--- src/ufks_pkg.sv ---
`default_nettype none
// ----------------------------------------------------------------------------
// ufks_pkg: shared types and constants of the keyword spotter
// Transaction payloads, UTF-8 lead byte codes, the keyword table and the
// keyword compare function used by the top level.
// ----------------------------------------------------------------------------
package ufks_pkg;

   localparam int LEN_W      = 8;
   localparam int KW_TABLE   = 8;
   localparam int KW_MAXLEN  = 13;
   localparam int KW_WINDOW  = KW_MAXLEN - 1;
   localparam int KW_LEN_W   = 4;

   localparam logic [7:0] LEAD2_MASK = 8'hE0;
   localparam logic [7:0] LEAD2_CODE = 8'hC0;
   localparam logic [7:0] LEAD3_MASK = 8'hF0;
   localparam logic [7:0] LEAD3_CODE = 8'hE0;
   localparam logic [7:0] LEAD4_MASK = 8'hF8;
   localparam logic [7:0] LEAD4_CODE = 8'hF0;
   localparam logic [7:0] LEAD_LATIN = 8'hC3;
   localparam logic [7:0] LEAD_OE    = 8'hC5;
   localparam logic [7:0] CONT_OE    = 8'h93;

   typedef logic [KW_MAXLEN*8-1:0] ufks_kw_type;
   typedef logic [KW_WINDOW-1:0][7:0] ufks_window_type;

   localparam ufks_kw_type KW_TEXT [KW_TABLE] = '{
      "indice", "aide", "hint", "bloque", "perdu",
      "comment faire", "je sais pas", "sais pas"
   };
   localparam logic [KW_LEN_W-1:0] KW_LEN [KW_TABLE] = '{
      4'd6, 4'd4, 4'd4, 4'd6, 4'd5, 4'd13, 4'd11, 4'd8
   };

   typedef struct packed {
      logic [7:0] text_byte;
      logic       last_byte;
      logic       is_final;
   } ufks_req_type;

   typedef struct packed {
      logic       hint_request;
      logic       any_keyword;
      logic [2:0] keyword_index;
      logic [7:0] folded_length;
   } ufks_rsp_type;

   typedef struct packed {
      logic [1:0] count;
      logic       pair;
      logic [7:0] char_a;
      logic [7:0] char_b;
   } ufks_emit_type;

   typedef enum logic [1:0] {
      SHIFT_HOLD,
      SHIFT_ONE,
      SHIFT_TWO
   } ufks_shift_type;

   function automatic logic [KW_TABLE-1:0] kw_match(input ufks_window_type win,
                                                    input logic [7:0] c);
      logic [KW_TABLE-1:0] hit;
      hit = '0;
      for (int k = 0; k < KW_TABLE; k++) begin
         hit[k] = (KW_TEXT[k][7:0] == c);
         for (int j = 1; j < KW_MAXLEN; j++) begin
            if ((KW_LEN_W'(j) < KW_LEN[k]) && (KW_TEXT[k][8*j +: 8] != win[KW_WINDOW-j])) begin
               hit[k] = 1'b0;
            end
         end
      end
      return hit;
   endfunction

endpackage
`default_nettype wire

--- src/ufks_fold.sv ---
`default_nettype none
// ----------------------------------------------------------------------------
// ufks_fold: UTF-8 to lower-case ASCII folding front end
// Holds an open multi-byte sequence and emits up to two folded characters per
// transaction, resolving a truncated sequence on the last byte.
// ----------------------------------------------------------------------------
module ufks_fold import ufks_pkg::*; (
   input  wire logic          clock,
   input  wire logic          reset,
   input  wire logic          accept,
   input  wire logic [7:0]    text_byte,
   input  wire logic          last_byte,
   output ufks_emit_type      emit
);

   logic [7:0] held0_ff, held1_ff, held2_ff;
   logic [7:0] held0_in, held1_in, held2_in;
   logic [1:0] hcount_ff, hcount_in;
   logic [1:0] need_ff, need_in;

   function automatic logic [7:0] to_lower(input logic [7:0] b);
      if (b inside {[8'h41:8'h5A]}) begin
         return b + 8'd32;
      end
      return b;
   endfunction

   function automatic logic [7:0] fold_latin(input logic [7:0] b1);
      case (b1)
         8'hA9, 8'hA8, 8'hAA, 8'hAB, 8'h89, 8'h88, 8'h8A, 8'h8B: return "e";
         8'hA0, 8'hA2, 8'hA4, 8'h80, 8'h82, 8'h84:               return "a";
         8'hAE, 8'hAF, 8'h8E, 8'h8F:                             return "i";
         8'hB4, 8'hB6, 8'h94, 8'h96:                             return "o";
         8'hB9, 8'hBB, 8'hBC, 8'h99, 8'h9B, 8'h9C:               return "u";
         8'hA7, 8'h87:                                           return "c";
         default:                                                return 8'h00;
      endcase
   endfunction

   function automatic logic is_lead2(input logic [7:0] b);
      return (b & LEAD2_MASK) == LEAD2_CODE;
   endfunction

   function automatic ufks_emit_type fold_two(input logic [7:0] b0, input logic [7:0] b1);
      ufks_emit_type e;
      logic [7:0]    f;
      e = '0;
      f = fold_latin(b1);
      if (b0 == LEAD_LATIN) begin
         if (f != 8'h00) begin
            e.count  = 2'd1;
            e.char_a = f;
         end
      end else if (b0 == LEAD_OE && b1 == CONT_OE) begin
         e.count  = 2'd2;
         e.pair   = 1'b1;
         e.char_a = "o";
         e.char_b = "e";
      end
      return e;
   endfunction

   function automatic ufks_emit_type refold(input logic [7:0] x, input logic [7:0] y);
      ufks_emit_type e;
      e = '0;
      if (!x[7]) begin
         e.count  = 2'd1;
         e.char_a = to_lower(x);
         if (!y[7]) begin
            e.count  = 2'd2;
            e.char_b = to_lower(y);
         end
      end else if (is_lead2(x)) begin
         e = fold_two(x, y);
      end else if (!y[7]) begin
         e.count  = 2'd1;
         e.char_a = to_lower(y);
      end
      return e;
   endfunction

   always_comb begin
      held0_in  = held0_ff;
      held1_in  = held1_ff;
      held2_in  = held2_ff;
      hcount_in = hcount_ff;
      need_in   = need_ff;
      emit      = '0;
      if (hcount_ff == 2'd0) begin
         if (is_lead2(text_byte)) begin
            held0_in  = text_byte;
            hcount_in = 2'd1;
            need_in   = 2'd1;
         end else if ((text_byte & LEAD3_MASK) == LEAD3_CODE) begin
            held0_in  = text_byte;
            hcount_in = 2'd1;
            need_in   = 2'd2;
         end else if ((text_byte & LEAD4_MASK) == LEAD4_CODE) begin
            held0_in  = text_byte;
            hcount_in = 2'd1;
            need_in   = 2'd3;
         end else if (!text_byte[7]) begin
            emit.count  = 2'd1;
            emit.char_a = to_lower(text_byte);
         end
      end else if (need_ff <= 2'd1 || hcount_ff == 2'd3) begin
         if (hcount_ff == 2'd1 && is_lead2(held0_ff)) begin
            emit = fold_two(held0_ff, text_byte);
         end
         hcount_in = 2'd0;
         need_in   = 2'd0;
      end else begin
         if (hcount_ff == 2'd1) begin
            held1_in = text_byte;
         end else begin
            held2_in = text_byte;
         end
         hcount_in = hcount_ff + 2'd1;
         need_in   = need_ff - 2'd1;
      end
      if (last_byte) begin
         if (hcount_in == 2'd2) begin
            if (!held1_in[7]) begin
               emit.count  = 2'd1;
               emit.char_a = to_lower(held1_in);
            end
         end else if (hcount_in == 2'd3) begin
            emit = refold(held1_in, held2_in);
         end
         hcount_in = 2'd0;
         need_in   = 2'd0;
      end
   end

   always_ff @(posedge clock) begin
      if (reset) begin
         hcount_ff <= 2'd0;
         need_ff   <= 2'd0;
      end else if (accept) begin
         hcount_ff <= hcount_in;
         need_ff   <= need_in;
      end
   end

   always_ff @(posedge clock) begin
      if (accept) begin
         held0_ff <= held0_in;
         held1_ff <= held1_in;
         held2_ff <= held2_in;
      end
   end

endmodule
`default_nettype wire

--- src/ufks_cell.sv ---
`default_nettype none
// ----------------------------------------------------------------------------
// ufks_cell: one character cell of the history chain
// Takes the character of the next or second-next cell as the chain advances.
// ----------------------------------------------------------------------------
module ufks_cell import ufks_pkg::*; (
   input  wire logic          clock,
   input  wire logic          reset,
   input  wire logic          clear,
   input  wire ufks_shift_type shift,
   input  wire logic [7:0]    near_char,
   input  wire logic [7:0]    far_char,
   output      logic [7:0]    char_out
);

   logic [7:0] char_ff, char_in;

   always_comb begin
      case (shift)
         SHIFT_ONE: char_in = near_char;
         SHIFT_TWO: char_in = far_char;
         default:   char_in = char_ff;
      endcase
      if (clear) begin
         char_in = 8'h00;
      end
   end

   always_ff @(posedge clock) begin
      if (reset) begin
         char_ff <= 8'h00;
      end else begin
         char_ff <= char_in;
      end
   end

   assign char_out = char_ff;

endmodule
`default_nettype wire

--- src/ufks_rsp_queue.sv ---
`default_nettype none
// ----------------------------------------------------------------------------
// ufks_rsp_queue: two-entry result queue
// Output register plus skid entry between the match logic and the consumer.
// ----------------------------------------------------------------------------
module ufks_rsp_queue import ufks_pkg::*; (
   input  wire logic          clock,
   input  wire logic          reset,
   input  wire logic          push,
   input  wire ufks_rsp_type  push_item,
   output      logic          full,
   output      logic          rsp_valid,
   input  wire logic          rsp_stall,
   output      ufks_rsp_type  rsp_item
);

   logic         head_valid_ff, head_valid_in;
   logic         tail_valid_ff, tail_valid_in;
   ufks_rsp_type head_ff, head_in;
   ufks_rsp_type tail_ff, tail_in;
   logic         pop;

   assign pop = head_valid_ff & ~rsp_stall;

   always_comb begin
      head_valid_in = pop ? tail_valid_ff : head_valid_ff;
      head_in       = pop ? tail_ff : head_ff;
      tail_valid_in = pop ? 1'b0 : tail_valid_ff;
      tail_in       = tail_ff;
      if (push) begin
         if (!head_valid_in) begin
            head_valid_in = 1'b1;
            head_in       = push_item;
         end else begin
            tail_valid_in = 1'b1;
            tail_in       = push_item;
         end
      end
   end

   always_ff @(posedge clock) begin
      if (reset) begin
         head_valid_ff <= 1'b0;
         tail_valid_ff <= 1'b0;
      end else begin
         head_valid_ff <= head_valid_in;
         tail_valid_ff <= tail_valid_in;
      end
   end

   always_ff @(posedge clock) begin
      head_ff <= head_in;
      tail_ff <= tail_in;
   end

   assign full      = head_valid_ff & tail_valid_ff;
   assign rsp_valid = head_valid_ff;
   assign rsp_item  = head_ff;

endmodule
`default_nettype wire

--- src/utf8_fold_keyword_spotter_unit.sv ---
`default_nettype none
// ----------------------------------------------------------------------------
// utf8_fold_keyword_spotter_unit: UTF-8 fold and keyword spotter
// One byte per cycle while req_stall is low; the last byte's result is queued.
// Throughput is one byte per cycle while the two-entry result queue drains;
// req_stall rises only when both queue entries wait.
// Synchronous reset clears the history cells, hit flags, count, held
// sequence, enable register and result queue.
// ----------------------------------------------------------------------------
module utf8_fold_keyword_spotter_unit import ufks_pkg::*; #(
   parameter int FOLD_CAPACITY  = 256,
   parameter int KEYWORD_COUNT  = 8,
   parameter int HISTORY_LENGTH = 12
) (
   input  wire logic          clock,
   input  wire logic          reset,
   input  wire logic          req_valid,
   output      logic          req_stall,
   input  wire ufks_req_type  req_item,
   output      logic          rsp_valid,
   input  wire logic          rsp_stall,
   output      ufks_rsp_type  rsp_item,
   input  wire logic          csr_write_enable,
   input  wire logic          csr_write_data
);

   localparam int CNT_W = $clog2(FOLD_CAPACITY);
   localparam logic [CNT_W-1:0] COUNT_MAX = CNT_W'(FOLD_CAPACITY - 1);
   localparam logic [KW_TABLE-1:0] KW_MASK = KW_TABLE'((1 << KEYWORD_COUNT) - 1);

   logic                accept, finish, queue_full;
   logic                enabled_ff;
   ufks_emit_type       emit;
   logic [CNT_W-1:0]    count_ff, count_in, count_sum, room;
   logic [KW_TABLE-1:0] hits_ff, hits_in, hits_a, hits_b;
   logic [1:0]          n_push;
   ufks_shift_type      shift;
   logic [7:0]          hist [HISTORY_LENGTH];
   ufks_window_type     win_a, win_b;
   logic [LEN_W-1:0]    folded_len;
   logic [2:0]          kw_index;
   ufks_rsp_type        result;

   assign accept    = req_valid & ~req_stall;
   assign finish    = accept & req_item.last_byte;
   assign req_stall = queue_full;

   always_ff @(posedge clock) begin
      if (reset) begin
         enabled_ff <= 1'b0;
      end else if (csr_write_enable) begin
         enabled_ff <= csr_write_data;
      end
   end

   ufks_fold u_fold (
      .clock     (clock),
      .reset     (reset),
      .accept    (accept),
      .text_byte (req_item.text_byte),
      .last_byte (req_item.last_byte),
      .emit      (emit)
   );

   assign room = COUNT_MAX - count_ff;

   always_comb begin
      n_push = 2'd0;
      if (emit.pair) begin
         n_push = (room >= CNT_W'(2)) ? 2'd2 : 2'd0;
      end else if (emit.count == 2'd1) begin
         n_push = (room >= CNT_W'(1)) ? 2'd1 : 2'd0;
      end else if (emit.count == 2'd2) begin
         if (room >= CNT_W'(2)) begin
            n_push = 2'd2;
         end else if (room >= CNT_W'(1)) begin
            n_push = 2'd1;
         end
      end
      if (!accept) begin
         n_push = 2'd0;
      end
      case (n_push)
         2'd1:    shift = SHIFT_ONE;
         2'd2:    shift = SHIFT_TWO;
         default: shift = SHIFT_HOLD;
      endcase
   end

   for (genvar i = 0; i < HISTORY_LENGTH; i++) begin : g_cell
      logic [7:0] near_char, far_char;
      if (i == HISTORY_LENGTH - 1) begin : g_last
         assign near_char = emit.char_a;
         assign far_char  = emit.char_b;
      end else if (i == HISTORY_LENGTH - 2) begin : g_next
         assign near_char = hist[i+1];
         assign far_char  = emit.char_a;
      end else begin : g_body
         assign near_char = hist[i+1];
         assign far_char  = hist[i+2];
      end
      ufks_cell u_cell (
         .clock     (clock),
         .reset     (reset),
         .clear     (finish),
         .shift     (shift),
         .near_char (near_char),
         .far_char  (far_char),
         .char_out  (hist[i])
      );
   end

   always_comb begin
      for (int j = 0; j < KW_WINDOW; j++) begin
         win_a[j] = hist[HISTORY_LENGTH - KW_WINDOW + j];
      end
      for (int j = 0; j < KW_WINDOW - 1; j++) begin
         win_b[j] = win_a[j+1];
      end
      win_b[KW_WINDOW-1] = emit.char_a;
   end

   assign hits_a = kw_match(win_a, emit.char_a);
   assign hits_b = kw_match(win_b, emit.char_b);

   always_comb begin
      hits_in = hits_ff;
      if (n_push != 2'd0) begin
         hits_in = hits_in | (hits_a & KW_MASK);
      end
      if (n_push == 2'd2) begin
         hits_in = hits_in | (hits_b & KW_MASK);
      end
      kw_index = 3'd0;
      for (int k = KW_TABLE - 1; k >= 0; k--) begin
         if (hits_in[k]) begin
            kw_index = 3'(k);
         end
      end
   end

   assign count_sum = count_ff + CNT_W'(n_push);
   assign count_in  = finish ? '0 : count_sum;

   if (CNT_W > LEN_W) begin : g_sat
      assign folded_len = (count_sum > CNT_W'(2**LEN_W - 1)) ? '1 : count_sum[LEN_W-1:0];
   end else begin : g_nosat
      assign folded_len = LEN_W'(count_sum);
   end

   always_ff @(posedge clock) begin
      if (reset) begin
         count_ff <= '0;
         hits_ff  <= '0;
      end else if (accept) begin
         count_ff <= count_in;
         hits_ff  <= finish ? '0 : hits_in;
      end
   end

   always_comb begin
      result.any_keyword   = |hits_in;
      result.hint_request  = enabled_ff & req_item.is_final & (|hits_in);
      result.keyword_index = kw_index;
      result.folded_length = folded_len;
   end

   ufks_rsp_queue u_queue (
      .clock     (clock),
      .reset     (reset),
      .push      (finish),
      .push_item (result),
      .full      (queue_full),
      .rsp_valid (rsp_valid),
      .rsp_stall (rsp_stall),
      .rsp_item  (rsp_item)
   );

endmodule
`default_nettype wire

--- config.mk ---
export PLATFORM = sky130hd
export DESIGN_NAME = utf8_fold_keyword_spotter_unit
export DESIGN_NICKNAME = d
export VERILOG_FILES = /design/src/ufks_pkg.sv /design/src/ufks_fold.sv /design/src/ufks_cell.sv /design/src/ufks_rsp_queue.sv /design/src/utf8_fold_keyword_spotter_unit.sv
export SDC_FILE = /design/constraint.sdc
export NUM_CORES = 1
export LEC_CHECK = 0
export BUFFER_PORTS_ARGS = -buffer_cell sky130_fd_sc_hd__clkbuf_2
export CORE_MARGIN = 1.5
export CORE_UTILIZATION = 50
export CTS_CLUSTER_SIZE = 12
export DETAILED_ROUTE_END_ITERATION = 12
export GPL_TIMING_DRIVEN = 0
export PLACE_DENSITY = 0.67
export REMOVE_ABC_BUFFERS = 1
export SYNTH_ARGS = -nofsm -noshare
export SYNTH_HDL_FRONTEND = slang
export SYNTH_SLANG_ARGS = --single-unit
--- constraint.sdc ---
create_clock -name clock -period 6.7 [get_ports clock]
set_input_delay 0.67 -clock clock [delete_from_list [all_inputs] [get_ports clock]]
set_output_delay 0.67 -clock clock [all_outputs]
set_load 0.01 [all_outputs]
==> flow_summary.toml, run 1 <==
[timing]
hold_viol = 0
fin_skew_ns = 0.01431
setup_viol = 0
fmax_mhz = 155.2
final_max_slew_viol_count = 0
whs_ns = 0.4714
setup_tns_ns = 0
finalCriticalPeriod_ns = 6.443
fin_crit_sh_pct = 96.16
slew_headroom_pct = 18.44
worstMarginPinSlew_ns = 1.219

[clock_tree]
clkLatencyLatePin_ns = 0.44
htree_num_levels = 4
cts.clk_slew.worst_paths_ns = 0.08
cts_buffer_depth = 2
cts_buffers = 17
clock_sinks = 169
clockRootBuffer = "clkbuf_16"
tritoncts = "done"

[setup_path]
arrival_ns = 6.64
worst-setup-path-type = "reg -> reg"
crit_fanout = 22
reg2reg_setup_slack_ns = 0.26
reg2reg_from = "u_fold.hcount_ff[1]"
r2r_cells = 24
critical_path.endpoint_type = "register"
rr_endpoint = "u_queue.tail_ff[8]"
cp-start-kind = "register"
cp.required_ns = 6.89

[place]
gp_congestion = 1.002
place_area_um2 = 11250
port_buffers = 30
dpl.hpwl_um = 22800

[pwr]
clockPowerShare_pct = 42.1
ir_drop_mv = 0.1608
power_density_nw_per_um2 = 207.7
p_seq_share_pct = 46.2
internal_power_mw = 1.724
p_sw_mw = 0.7612
swShare_pct = 30.62
p_leak_nw = 3.844
power_mw = 2.486
p_comb_share_pct = 11.7

[synth]
synth.ff_latch_count = 169
synth_seq_area_share_pct = 34.20
synth_cell_type_count = 97
avgSynthCellArea_um2 = 8.296
synth_area_leaders = "dfxtp_1, edfxtp_1, mux2i_1"
synth_edf_count = 37
yosysTopAreaCellShare_pct = 24.08
synth.most_common_cell = "nor2_1"
synthArstFlopShare_pct = 0
yosys_most_used_dff = "dfxtp_1"
yosysWarnings = 0
synthCells = 1323
synth_common_cells = "nor2_1, dfxtp_1, mux2i_1, a211oi_1, nand2_1"
netlist_area_um2 = 10980
yosys.area.top_type = "dfxtp_1"

[run_status]
outcome = "complete, no violations"

[min_path]
hold_path_end = "u_queue.rsp_valid"
holdPathStages = 3
min-delay-start = "req_valid"
hold_class = "in -> reg"

[flow_run]
cap_violations = 0

[grt]
grt_max_degree = 106
grt_usage_pct = 29.03
grt_pass1_vias = 9190
grt-ovfl-total = 0
antenna_found_initial = 0
grt_pass1_wl_um = 51740

[route]
via_count = 10340
drc = 0
dr.pass1.iters = 5
drt_iter0_markers = 1197
viasPerCell = 6.556
postRouteWirelength_um = 33150
ant_nets = 0
post_drt_wl_per_cell_um = 21.02

[die]
fp-row-count = 54
die_height_um = 151.2
die-area_um2 = 22850
io_pins = 31
die_w_um = 151.2
core_um2 = 21690
start_util_pct = 50.61

[cells_and_area]
fin_area_um2 = 11970
drive_above_1_share_pct = 9.252
nets = 1316
antenna_cells = 0
syn2layout_area_growth_pct = 9.029
[worst max-delay path: stages (launching register included)]
cell	delay, ns
dfxtp_1	0.46
inv_1	0.14
ha_2	0.35
nor4b_4	0.32
buf_4	0.22
buf_6	0.20
nand2_1	0.24
nor3_2	0.27
nor2b_1	0.07
a311o_1	0.47
o21ai_0	0.31
a22oi_1	0.15
a2111o_1	0.50
ha_4	0.25
nor4b_1	0.35
nand4_1	0.13
nor4_1	0.28
nand3_1	0.17
a21oi_1	0.16
o2111a_1	0.20
nand4_1	0.18
o221ai_1	0.29
o211ai_1	0.11
and3_1	0.21
o21ba_1	0.17
[power by group through the flow]
stage	clock network (mW)	logic (mW)	registers (mW)
finish	1.05	0.291	1.15
global route	1.10	0.322	1.15
CTS	1.06	0.285	1.15
detailed placement	0	0.283	1.17
global placement	0	0.283	1.17
floorplan	0	0.194	1.15
[stage by stage]
| stage | util [%] | worst slack, ns | instances |
|---|---|---|---|
| detailed placement | 51.87 | -0.9841 | 1542 |
| CTS | 54.91 | 0.02900 | 1576 |
| finish | 55.17 | 0.2574 | 1577 |
| global route | 55.17 | -0.005350 | 1577 |
| global placement | 51.15 | -3.870 | 1537 |
| floorplan | - | -1.193 | 1227 |
[state kept, by name, summed over array words and instances (netlist names)]
name,flops
u_fold.need_ff,2
enabled_ff,1
u_fold.held0_ff,8
u_fold.held2_ff,8
count_ff,8
u_fold.held1_ff,8
hits_ff,8
g_cell.u_cell.char_out,96
u_fold.hcount_ff,2
u_queue.tail_valid_ff,1
u_queue.tail_ff,13
u_queue.rsp_valid,1
u_queue.rsp_item,13
[logic make-up (layout without fill, tap and decap cells)]
kind of cell,after synthesis,in the layout,share of synthesized area (%)
and+or+nand+nor,554,555,26.41
AOI/OAI and AO/OA,341,341,22.65
DFF,169,169,34.20
buffers and inverters,131,104,4.674
muxes,105,105,9.599
adders and majority gates,17,17,1.984
xor gates and xnor gates,6,6,0.4789
[how the worst max path moves through the flow]
| stage | slack [ns] | from | endpoint | cells after the start |
|---|---|---|---|---|
| finish | 0.26 | u_fold.hcount_ff[1] | u_queue.tail_ff[8] | 24 |
| global route | -0.005 | u_fold.hcount_ff[0] | u_queue.tail_ff[8] | 24 |
| CTS | 0.03 | u_fold.hcount_ff[0] | u_queue.tail_ff[8] | 24 |
| detailed placement | -0.98 | u_fold.hcount_ff[0] | u_queue.tail_ff[8] | 22 |
| global placement | -3.87 | u_fold.hcount_ff[0] | g_cell[11].u_cell.char_out[6] | 15 |
| floorplan | -1.19 | u_fold.hcount_ff[0] | g_cell[10].u_cell.char_out[5] | 17 |
[repair_timing]
item / CTS / global route
hold buffers: 0 / 0
resized for setup: 7 / 11
pin swaps: 1 / 1
gates cloned: 0 / 1
endpoints found under the hold margin: 0 / 0
endpoints found under the setup margin: 18 / 12
buffers inserted: 2 / 0
[routing by layer]
| layer | vias to the layer above | wire length (µm) | track usage [%] |
|---|---|---|---|
| met3 | 72 | 2845 | 4.699 |
| li1 | 4932 | - | - |
| met2 | 482 | 14170 | 42.63 |
| met1 | 4853 | 15340 | 43.19 |
| met5 | - | 0 | 0 |
| met4 | 0 | 790 | 8.932 |
[cell type report]
| class | count | area, µm² |
|---|---|---|
| Inverter | 35 | 135.1 |
| Clock inverter | 14 | 170.2 |
| Fill cell | 2066 | 9722 |
| Tap cell | 280 | 350.3 |
| Timing Repair Buffer | 37 | 286.5 |
| Clock buffer | 18 | 450.4 |
| Sequential cell | 169 | 3756 |
| Multi-Input combinational cell | 1024 | 6818 |
[layout by cell type (no fill, tap or decap), drive strengths merged, types with 17 or more instances in the layout]
cell type  Yosys  routed
nor3          38      38
nor2         197     197
nand3         33      33
clkbuf        84      48
edfxtp        37      37
o211ai        22      22
o21ai         39      39
a211oi        94      94
a21oi         59      59
nor4          17      17
mux2i        103     103
inv           34      42
nand4         26      26
nand2         89      89
nand4b        19      19
dfxtp        132     132
nor2b         20      20
Note: power is estimated with default switching activity, not from simulation.
==> inputs of run 2 (changes only) <==
Clock period 6.7 ns to 7.2 ns, I/O delays scaled along.
==> flow_summary.toml, run 2 (synthesis gave the netlist of run 1 again) <==
[route]
drc = 0
ant_nets = 0
post_drt_wl_per_cell_um = 20.80
drt_iter0_markers = 1165
via_count = 10300
dr.pass1.iters = 5
viasPerCell = 6.533
postRouteWirelength_um = 32780

[clock_tree]
cts.clk_slew.worst_paths_ns = 0.08
clock_sinks = 169
clkLatencyLatePin_ns = 0.45
ctsHoldBuffers = 0
tritoncts = "done"
htree_num_levels = 4
cts_buffer_depth = 2
cts_buffers = 17
clockRootBuffer = "clkbuf_16"

[flow_run]
cap_violations = 0

[die]
io_pins = 31
die_height_um = 151.2
die-area_um2 = 22850
fp-row-count = 54
die_w_um = 151.2
core_um2 = 21690
start_util_pct = 50.61

[place]
dpl.hpwl_um = 22800
place_area_um2 = 11250
port_buffers = 30
gp_congestion = 1.002
pre_cts_slack_ns = -0.4841

[setup_path]
rr_endpoint = "u_queue.tail_ff[8]"
crit_chain = "inv_1, ha_2, or4b_4, nor2_4, nand2_1, nand2_1, ha_2, clkinv_1, a31oi_1, o21ai_0, a22oi_1, a2111o_1, ha_1, nor4bb_1, nand4_1, nor3_1, and4_1, and3_1, o2111ai_1, or4_4, o221ai_1, o211ai_1, and3_1, o21ba_1"
crit_path_end = "u_queue.tail_ff[8]"
r2r_cells = 24
cp_slowest_cell = "or4b_4"
cp-start-kind = "register"
reg2reg_from = "u_fold.hcount_ff[0]"
slowest_delay_ns = 0.74
cp_num_buf_inv = 2
arrival_ns = 6.97
startpoint = "u_fold.hcount_ff[0]"
reg2reg_setup_slack_ns = 0.43
cp.required_ns = 7.40
cpLargestDelayFamily = "simple AND/OR/NAND/NOR gates"
crit_cells = 24
critical_path.endpoint_type = "register"
crit_fanout = 23
worst-setup-path-type = "reg -> reg"

[timing]
fin_crit_sh_pct = 94.05
fin_skew_ns = 0.01400
whs_ns = 0.4746
hold_viol = 0
slew_headroom_pct = 17.97
setup_viol = 0
worstMarginPinSlew_ns = 1.226
rsz0062_at_grt = "false"
setup_slack_ns = 0.4287
finalCriticalPeriod_ns = 6.771
final_max_slew_viol_count = 0
setup_tns_ns = 0
fmax_mhz = 147.7

[grt]
grt_pass1_wl_um = 51730
grt_pass1_vias = 9183
grt_usage_pct = 29.03
grt-ovfl-total = 0
grt_max_degree = 106
antenna_found_initial = 0

[min_path]
hold_class = "reg -> reg"

[cells_and_area]
final_cell_mix = "nor2_1, dfxtp_1, mux2i_1, a211oi_1, nand2_1"
syn2layout_area_growth_pct = 8.504
multi_input_area_um2 = 6766
mostFrequentLayoutCell = "nor2_1"
drive_above_1_share_pct = 8.488
nFillCells = 2065
seq_area_um2 = 3754
nets = 1315
fin_area_um2 = 11910
largest_reg_flops = 96
antenna_cells = 0

[pwr]
power_density_nw_per_um2 = 193.9
p_leak_nw = 3.840
ir_drop_mv = 0.1507

[run_status]
outcome = "complete, no violations"
-- run 2: cell types whose count changed in the layout (fill, tap and decap cells not counted), moves of 2 or more --
cell,delta
ha_1,+2
nor3_1,+2
dfxtp_2,-2
dfxtp_1,+2
nor3_2,-2
-- run 2: report_power, final --
part	internal (mW)	switching (mW)	total, mW
Clock	0.494	0.479	0.973
Combinational	0.0977	0.171	0.269
Sequential	1.01	0.0554	1.07
Total	1.60	0.706	2.31
-- run 2: stage by stage --
| stage | power, mW | std cells | util, % |
|---|---|---|---|
| global route | 2.396 | 1576 | 54.91 |
| global placement | 1.351 | 1537 | 51.15 |
| detailed placement | 1.352 | 1542 | 51.87 |
| finish | 2.309 | 1576 | 54.91 |
| CTS | 2.313 | 1576 | 54.83 |
| floorplan | 1.253 | 1227 | - |
-- run 2: layout make-up --
class	count	share of cell area [%]
Sequential cell	169	31.52
Multi-Input combinational cell	1023	56.82
Clock buffer	18	3.782
Tap cell	280	2.942
Inverter	35	1.103
Clock inverter	14	1.429
Timing Repair Buffer	37	2.406
-- run 2: layer usage --
layer | global-route usage, % | routed length [µm] | vias up
met5 | 0 | 0 | -
met4 | 8.592 | 727 | 0
met3 | 4.548 | 2481 | 64
met2 | 42.53 | 14160 | 422
met1 | 43.49 | 15410 | 4892
li1 | - | - | 4918
-- run 2: repair_timing --
action | in CTS | in global routing
cloned | 0 | 0
endpoints found under the setup margin | 13 | 13
resized for setup | 2 | 5
pin swaps | 1 | 0
setup buffers | 2 | 0
-- run 2: tightest hold or removal path, delay by kind of cell (launching register included) --
| family | cells | cell delay [ns] |
|---|---|---|
| flip-flops | 1 | 0.32 |
| AND/OR/NAND/NOR | 2 | 0.11 |
-- run 2: worst min-delay path by stage --
stage	endpoint	cells after the start	slack [ns]	start
global placement	hits_ff[7]	2	0.44	hits_ff[7]
detailed placement	hits_ff[7]	2	0.47	hits_ff[7]
floorplan	hits_ff[7]	2	0.43	hits_ff[7]
global route	hits_ff[5]	2	0.51	hits_ff[5]
CTS	hits_ff[7]	2	0.48	hits_ff[7]
finish	hits_ff[7]	2	0.47	hits_ff[7]
